File: src/hw/rtl/gbs_pkg.sv
// Shared types, constants and helpers for the gravity body step block.
// Used by gbs_front, gbs_back and gravity_body_step_top; depends on nothing.
`default_nettype none
package gbs_pkg;

	localparam int IN_DATA_W  = 168;
	localparam int OUT_DATA_W = 128;
	localparam int QUEUE_DEPTH = 2;
	localparam logic [31:0] GRAV_RESET = 32'h0001_0000;

	// Class of a queued item, decided by the front part.
	typedef enum logic [1:0] {
		KIND_LOAD,
		KIND_ATTRACT,
		KIND_PASS
	} kind_t;

	// One queued item as the back part sees it.
	typedef struct packed {
		kind_t       kind;
		logic [31:0] pos_x;
		logic [31:0] pos_y;
		logic [31:0] vel_x;
		logic [31:0] vel_y;
		logic [30:0] body_mass;
		logic        last;
	} entry_t;

	// Back part sequencer states.
	typedef enum logic [3:0] {
		ST_IDLE,
		ST_DIFF,
		ST_SQX,
		ST_SQY,
		ST_KM,
		ST_ROOT,
		ST_FSET,
		ST_DIV,
		ST_MULX,
		ST_MULY,
		ST_ACC,
		ST_END
	} state_t;

	// Which quotient the shared divider is working on.
	typedef enum logic [1:0] {
		DIV_F,
		DIV_X,
		DIV_Y
	} div_sel_t;

	// Status of the back part seen by the top level.
	typedef struct packed {
		logic pop;
		logic emit;
	} bk_stat_t;

	// Saturate a 34-bit signed value to 32 bits.
	function automatic logic [31:0] sat32(input logic [33:0] v);
		logic [31:0] r;
		if (!v[33] && (v[32] || v[31])) begin
			r = 32'h7FFF_FFFF;
		end else if (v[33] && !(v[32] && v[31])) begin
			r = 32'h8000_0000;
		end else begin
			r = v[31:0];
		end
		return r;
	endfunction

endpackage
`default_nettype wire

File: src/hw/rtl/gbs_front.sv
// Front part: accepts input items, classifies them and queues them.
// Depends on gbs_pkg.
`default_nettype none
module gbs_front (
	input  wire                           clk,
	input  wire                           arst_n,
	input  wire                           s_axis_tvalid,
	output logic                          s_axis_tready,
	input  wire  [gbs_pkg::IN_DATA_W-1:0] s_axis_tdata,
	input  wire                           s_axis_tuser,
	input  wire                           s_axis_tlast,
	output logic                          q_valid,
	output gbs_pkg::entry_t               q_entry,
	input  wire                           q_pop
);
	import gbs_pkg::*;

	entry_t      mem_q [QUEUE_DEPTH];
	logic        wptr_q;
	logic        rptr_q;
	logic [1:0]  count_q;
	logic [7:0]  id_q;
	logic        push;
	logic [7:0]  in_id;
	entry_t      in_entry;

	assign s_axis_tready = (count_q != 2'(QUEUE_DEPTH));
	assign push          = s_axis_tvalid && s_axis_tready;
	assign q_valid       = (count_q != 2'd0);
	assign q_entry       = mem_q[rptr_q];
	assign in_id         = s_axis_tdata[7:0];

	// Classify: loads, attractions and items from the target itself.
	always_comb begin
		in_entry.pos_x     = s_axis_tdata[39:8];
		in_entry.pos_y     = s_axis_tdata[71:40];
		in_entry.vel_x     = s_axis_tdata[103:72];
		in_entry.vel_y     = s_axis_tdata[135:104];
		in_entry.body_mass = s_axis_tdata[166:136];
		in_entry.last      = s_axis_tlast;
		if (!s_axis_tuser) begin
			in_entry.kind = KIND_LOAD;
		end else if (in_id == id_q) begin
			in_entry.kind = KIND_PASS;
		end else begin
			in_entry.kind = KIND_ATTRACT;
		end
	end

	// Queue pointers and the front copy of the target id.
	always_ff @(posedge clk or negedge arst_n) begin
		if (!arst_n) begin
			wptr_q  <= 1'b0;
			rptr_q  <= 1'b0;
			count_q <= 2'd0;
			id_q    <= 8'd0;
		end else begin
			if (push) begin
				wptr_q <= ~wptr_q;
				if (!s_axis_tuser) begin
					id_q <= in_id;
				end
			end
			if (q_pop) begin
				rptr_q <= ~rptr_q;
			end
			if (push && !q_pop) begin
				count_q <= count_q + 2'd1;
			end else if (!push && q_pop) begin
				count_q <= count_q - 2'd1;
			end
		end
	end

	// Queue storage.
	always_ff @(posedge clk) begin
		if (push) begin
			mem_q[wptr_q] <= in_entry;
		end
	end

endmodule
`default_nettype wire

File: config.mk
export PLATFORM = sky130hd
export DESIGN_NAME = gbs_front
export DESIGN_NICKNAME = d
export VERILOG_FILES = /design/src/hw/rtl/gbs_pkg.sv /design/src/hw/rtl/gbs_front.sv
export SDC_FILE = /design/constraint.sdc
export NUM_CORES = 1
export LEC_CHECK = 0
export ABC_AREA = 1
export BUFFER_PORTS_ARGS = -buffer_cell sky130_fd_sc_hd__buf_2
export CAP_MARGIN = 40
export CORE_UTILIZATION = 54
export CTS_BUF_LIST = sky130_fd_sc_hd__clkbuf_4 sky130_fd_sc_hd__clkbuf_8
export DETAILED_ROUTE_END_ITERATION = 16
export PLACE_DENSITY = 0.82
export SETUP_SLACK_MARGIN = 0.4
export SLEW_MARGIN = 20
export SYNTH_ARGS = -nofsm -noshare
export SYNTH_HDL_FRONTEND = slang
export SYNTH_SLANG_ARGS = --single-unit
File: constraint.sdc
create_clock -name clk -period 10.1 [get_ports clk]
set_input_delay 0.505 -clock clk [delete_from_list [all_inputs] [get_ports clk]]
set_output_delay 0.505 -clock clk [all_outputs]
set_load 0.1 [all_outputs]
==> impl_metrics.ini <==
[run_status]
run_status = completed

[global_routing]
via_count_of_the_first_global_routing_pass = 6836
grt_first_pass_wirelength_mm = 35.5
gr_usage_total_pct = 19.4
grt_antenna_before_repair = 5
globalRouteOverflowTotal = 0
grt_max_degree = 59

[sta]
final_report_max_slew_violation_count = 0
rsz0062_at_grt = false
fin_tns_setup_ns = 0
timing_worst_slew_pin_value_ns = 0.799
worst_clock_skew_ns = 0.0139
post-route-period-util_pct = 33.4
timing.final.crit_period_ns = 3.38
finalHoldViolations = 0
finalSetupViolCount = 0
max_slew_margin_pct = 46.7
maximum_clock_rate_mhz = 296

[worst_setup_path]
crit_type = flip-flop to primary output
worst-endpoint-arrival_ns = 2.87
cp_data_required_time_ns = 9.60
crit_fanout = 51
critPathCaptureType = primary output
start_kind = flip-flop

[synthesis]
asyncSetResetFlopFracSynth_pct = 3.57
post_synth.cell_area_avg_um2 = 20.6
synth_sequential_area_ratio_pct = 78.8
synthesis.area_mm2 = 0.0127
synth_fp_nets = 793
main_area_contributors_after_synthesis = sky130_fd_sc_hd__edfxtp_1, sky130_fd_sc_hd__mux2_4, sky130_fd_sc_hd__mux2_2
post_synth_inst_count = 618
post-synth-top-area-cell = sky130_fd_sc_hd__edfxtp_1
postSynthRegisterBits = 336
ys_dominant_reg_cell = sky130_fd_sc_hd__edfxtp_1
yosysWarningCount = 0
synth-edff-count = 324
synth_largest_type_area_fraction_pct = 76.4
yosys.cell_types.count = 18

[cts]
clk-insertion-delay-late_ns = 0.55
cts_num_sinks = 336
htree_num_levels = 2
cts_tree = yes
cts.root.buffer_cell = sky130_fd_sc_hd__clkbuf_8
cts-buffers-inserted = 50
cts.path.max_buffers = 3
clk_transition_reported_paths_ns = 0.06
post_cts_buffers = 0

[min_path]
worst_hold_path_type = input port to flip-flop

[job]
maxcap_viol_count = 0

[routing]
detail_route.first_pass.iterations = 4
detail_routed_via_count_per_cell = 4.96
final_antenna_net_count = 0
routedWlPerCell_um = 17.9
drt-total-wl_mm = 24.2
route.vias.total = 6722
post-route-drc-count = 0
detailedRoute.firstIterationViolations = 276

[floorplanning]
std_cell_rows = 55
design.core.area_mm2 = 0.0229
floorplan.initialDensity_pct = 55.6
dieArea_mm2 = 0.0242
die_w_um = 156
die_h_um = 156
num_io_pins = 338

[placed_design]
hpwl_after_dpl_mm = 16.0
routabilityCongestion = 0.778
dp.cells = 1258
port_buffers = 336

[final_layout]
fraction_of_layout_instances_using_a_drive_strength_above_1_pct = 57.7
regArea_mm2 = 0.0100
area_growth_syn_to_layout_pct = 23.7
final_nets = 1173
filler_cell_count = 1515
stdcell_count = 1354
multi_input_area_mm2 = 0.00247
-- what timing repair did --
action | in CTS | in global routing
endpoints found under the hold margin | 12 | 0
gates resized for setup | 0 | 0
hold buffers | 1 | 0
-- cell usage after synthesis, types with 2 or more instances --
cell	n
sky130_fd_sc_hd__edfxtp_1	324
sky130_fd_sc_hd__mux2_2	92
sky130_fd_sc_hd__mux2_4	70
sky130_fd_sc_hd__nand2_1	45
sky130_fd_sc_hd__inv_1	23
sky130_fd_sc_hd__dfrtp_1	12
sky130_fd_sc_hd__nor2_1	12
sky130_fd_sc_hd__buf_6	10
sky130_fd_sc_hd__buf_2	9
sky130_fd_sc_hd__o21ai_2	8
sky130_fd_sc_hd__nand2_2	3
sky130_fd_sc_hd__inv_2	2
sky130_fd_sc_hd__xnor2_1	2
sky130_fd_sc_hd__xor2_1	2
-- worst max-delay path, cell delays in order (launching register included) --
cell,delay [ns]
sky130_fd_sc_hd__dfrtp_4,0.91
sky130_fd_sc_hd__buf_4,0.38
sky130_fd_sc_hd__buf_16,0.28
sky130_fd_sc_hd__mux2_2,0.39
sky130_fd_sc_hd__buf_2,0.30
-- cell type report --
class	instances	share of cell area [%]
inverters	25	0.596
multi-input cells	238	15.7
flip-flops and latches	336	63.7
repair buffers	347	11.5
well taps	313	2.49
diodes	4	0.0635
clock buffers	67	5.22
clock inverters	24	0.802
-- state kept, by name, indices dropped and copies added, names as in the netlist --
signal,count
rptr_q,1
wptr_q,1
id_q,8
mem_q,324
count_q,2
-- layer usage --
| metal | track usage, % | wire length (µm) |
|---|---|---|
| met5 | 0 | 25 |
| met4 | 6.68 | 569 |
| met3 | 6.89 | 2260 |
| met2 | 34.5 | 12600 |
| met1 | 21.4 | 8730 |
-- final timing paths --
check,startpoint,end,slack [ns],cells after the start
setup / recovery,rptr_q,q_entry[57],6.72,4
hold / removal,q_pop,rptr_q,0.14,2
setup reg to reg,count_q[0],mem_q[0][126],7.62,6
hold reg to reg,count_q[0],count_q[0],0.49,1
max in group asynchronous,arst_n,rptr_q,9.45,2
min in group asynchronous,arst_n,id_q[3],0.39,2
-- cell usage in the layout, fill, tap and decap left out --
cell type                       netlist  final
sky130_fd_sc_hd__nand3_1              1      1
sky130_fd_sc_hd__nand2_2              3      3
sky130_fd_sc_hd__dfrtp_4              0      1
sky130_fd_sc_hd__mux2_2              92     92
sky130_fd_sc_hd__dlygate4sd3_1        0      1
sky130_fd_sc_hd__a21oi_1              1      1
sky130_fd_sc_hd__buf_2                9    336
sky130_fd_sc_hd__inv_1               23     23
sky130_fd_sc_hd__clkinv_2             0      5
sky130_fd_sc_hd__inv_2                2      2
sky130_fd_sc_hd__nand2_1             45     45
sky130_fd_sc_hd__nor2_1              12     10
sky130_fd_sc_hd__bufinv_16            0      1
sky130_fd_sc_hd__o21ai_2              8      8
sky130_fd_sc_hd__diode_2              0      4
sky130_fd_sc_hd__buf_4                0      8
sky130_fd_sc_hd__edfxtp_1           324    324
sky130_fd_sc_hd__o21ai_0              1      1
sky130_fd_sc_hd__buf_16               0      2
sky130_fd_sc_hd__ha_1                 1      1
sky130_fd_sc_hd__clkinvlp_4           0      1
sky130_fd_sc_hd__clkbuf_4             0     16
sky130_fd_sc_hd__nor2_4               0      2
sky130_fd_sc_hd__dfrtp_1             12     11
sky130_fd_sc_hd__mux2_4              70     70
sky130_fd_sc_hd__clkinv_1             0     17
sky130_fd_sc_hd__xor2_1               2      2
sky130_fd_sc_hd__xnor2_1              2      2
sky130_fd_sc_hd__clkbuf_8             0     51
-- per-stage QoR --
stage,setup slack [ns],cell area (µm²),util [%],hold slack (ns)
after floorplan,1.70,12700,-,0.209
final,6.72,15800,68.7,0.143
after detailed placement,7.24,14800,64.5,0.410
after global placement,6.97,14700,64.3,0.407
after CTS,6.63,15700,68.7,0.103
after global routing,6.52,15700,68.7,0.0940
-- kinds of logic (layout without fill, tap and decap cells) --
| family | count (synthesis) | after routing | share of synthesized area, % |
|---|---|---|---|
| AOI/OAI and AO/OA | 10 | 10 | 0.629 |
| xor gates and xnor gates | 4 | 4 | 0.275 |
| adders and majority gates | 1 | 1 | 0.0982 |
| buffers and inverters | 44 | 463 | 1.98 |
| DFF | 336 | 336 | 78.8 |
| muxes | 162 | 162 | 16.4 |
| other | 0 | 4 | 0 |
| and+or+nand+nor | 61 | 61 | 1.87 |
Power is left out: the tool's default activity adds up to more than one toggle a clock period on the data nets, which glitch-free logic cannot reach.
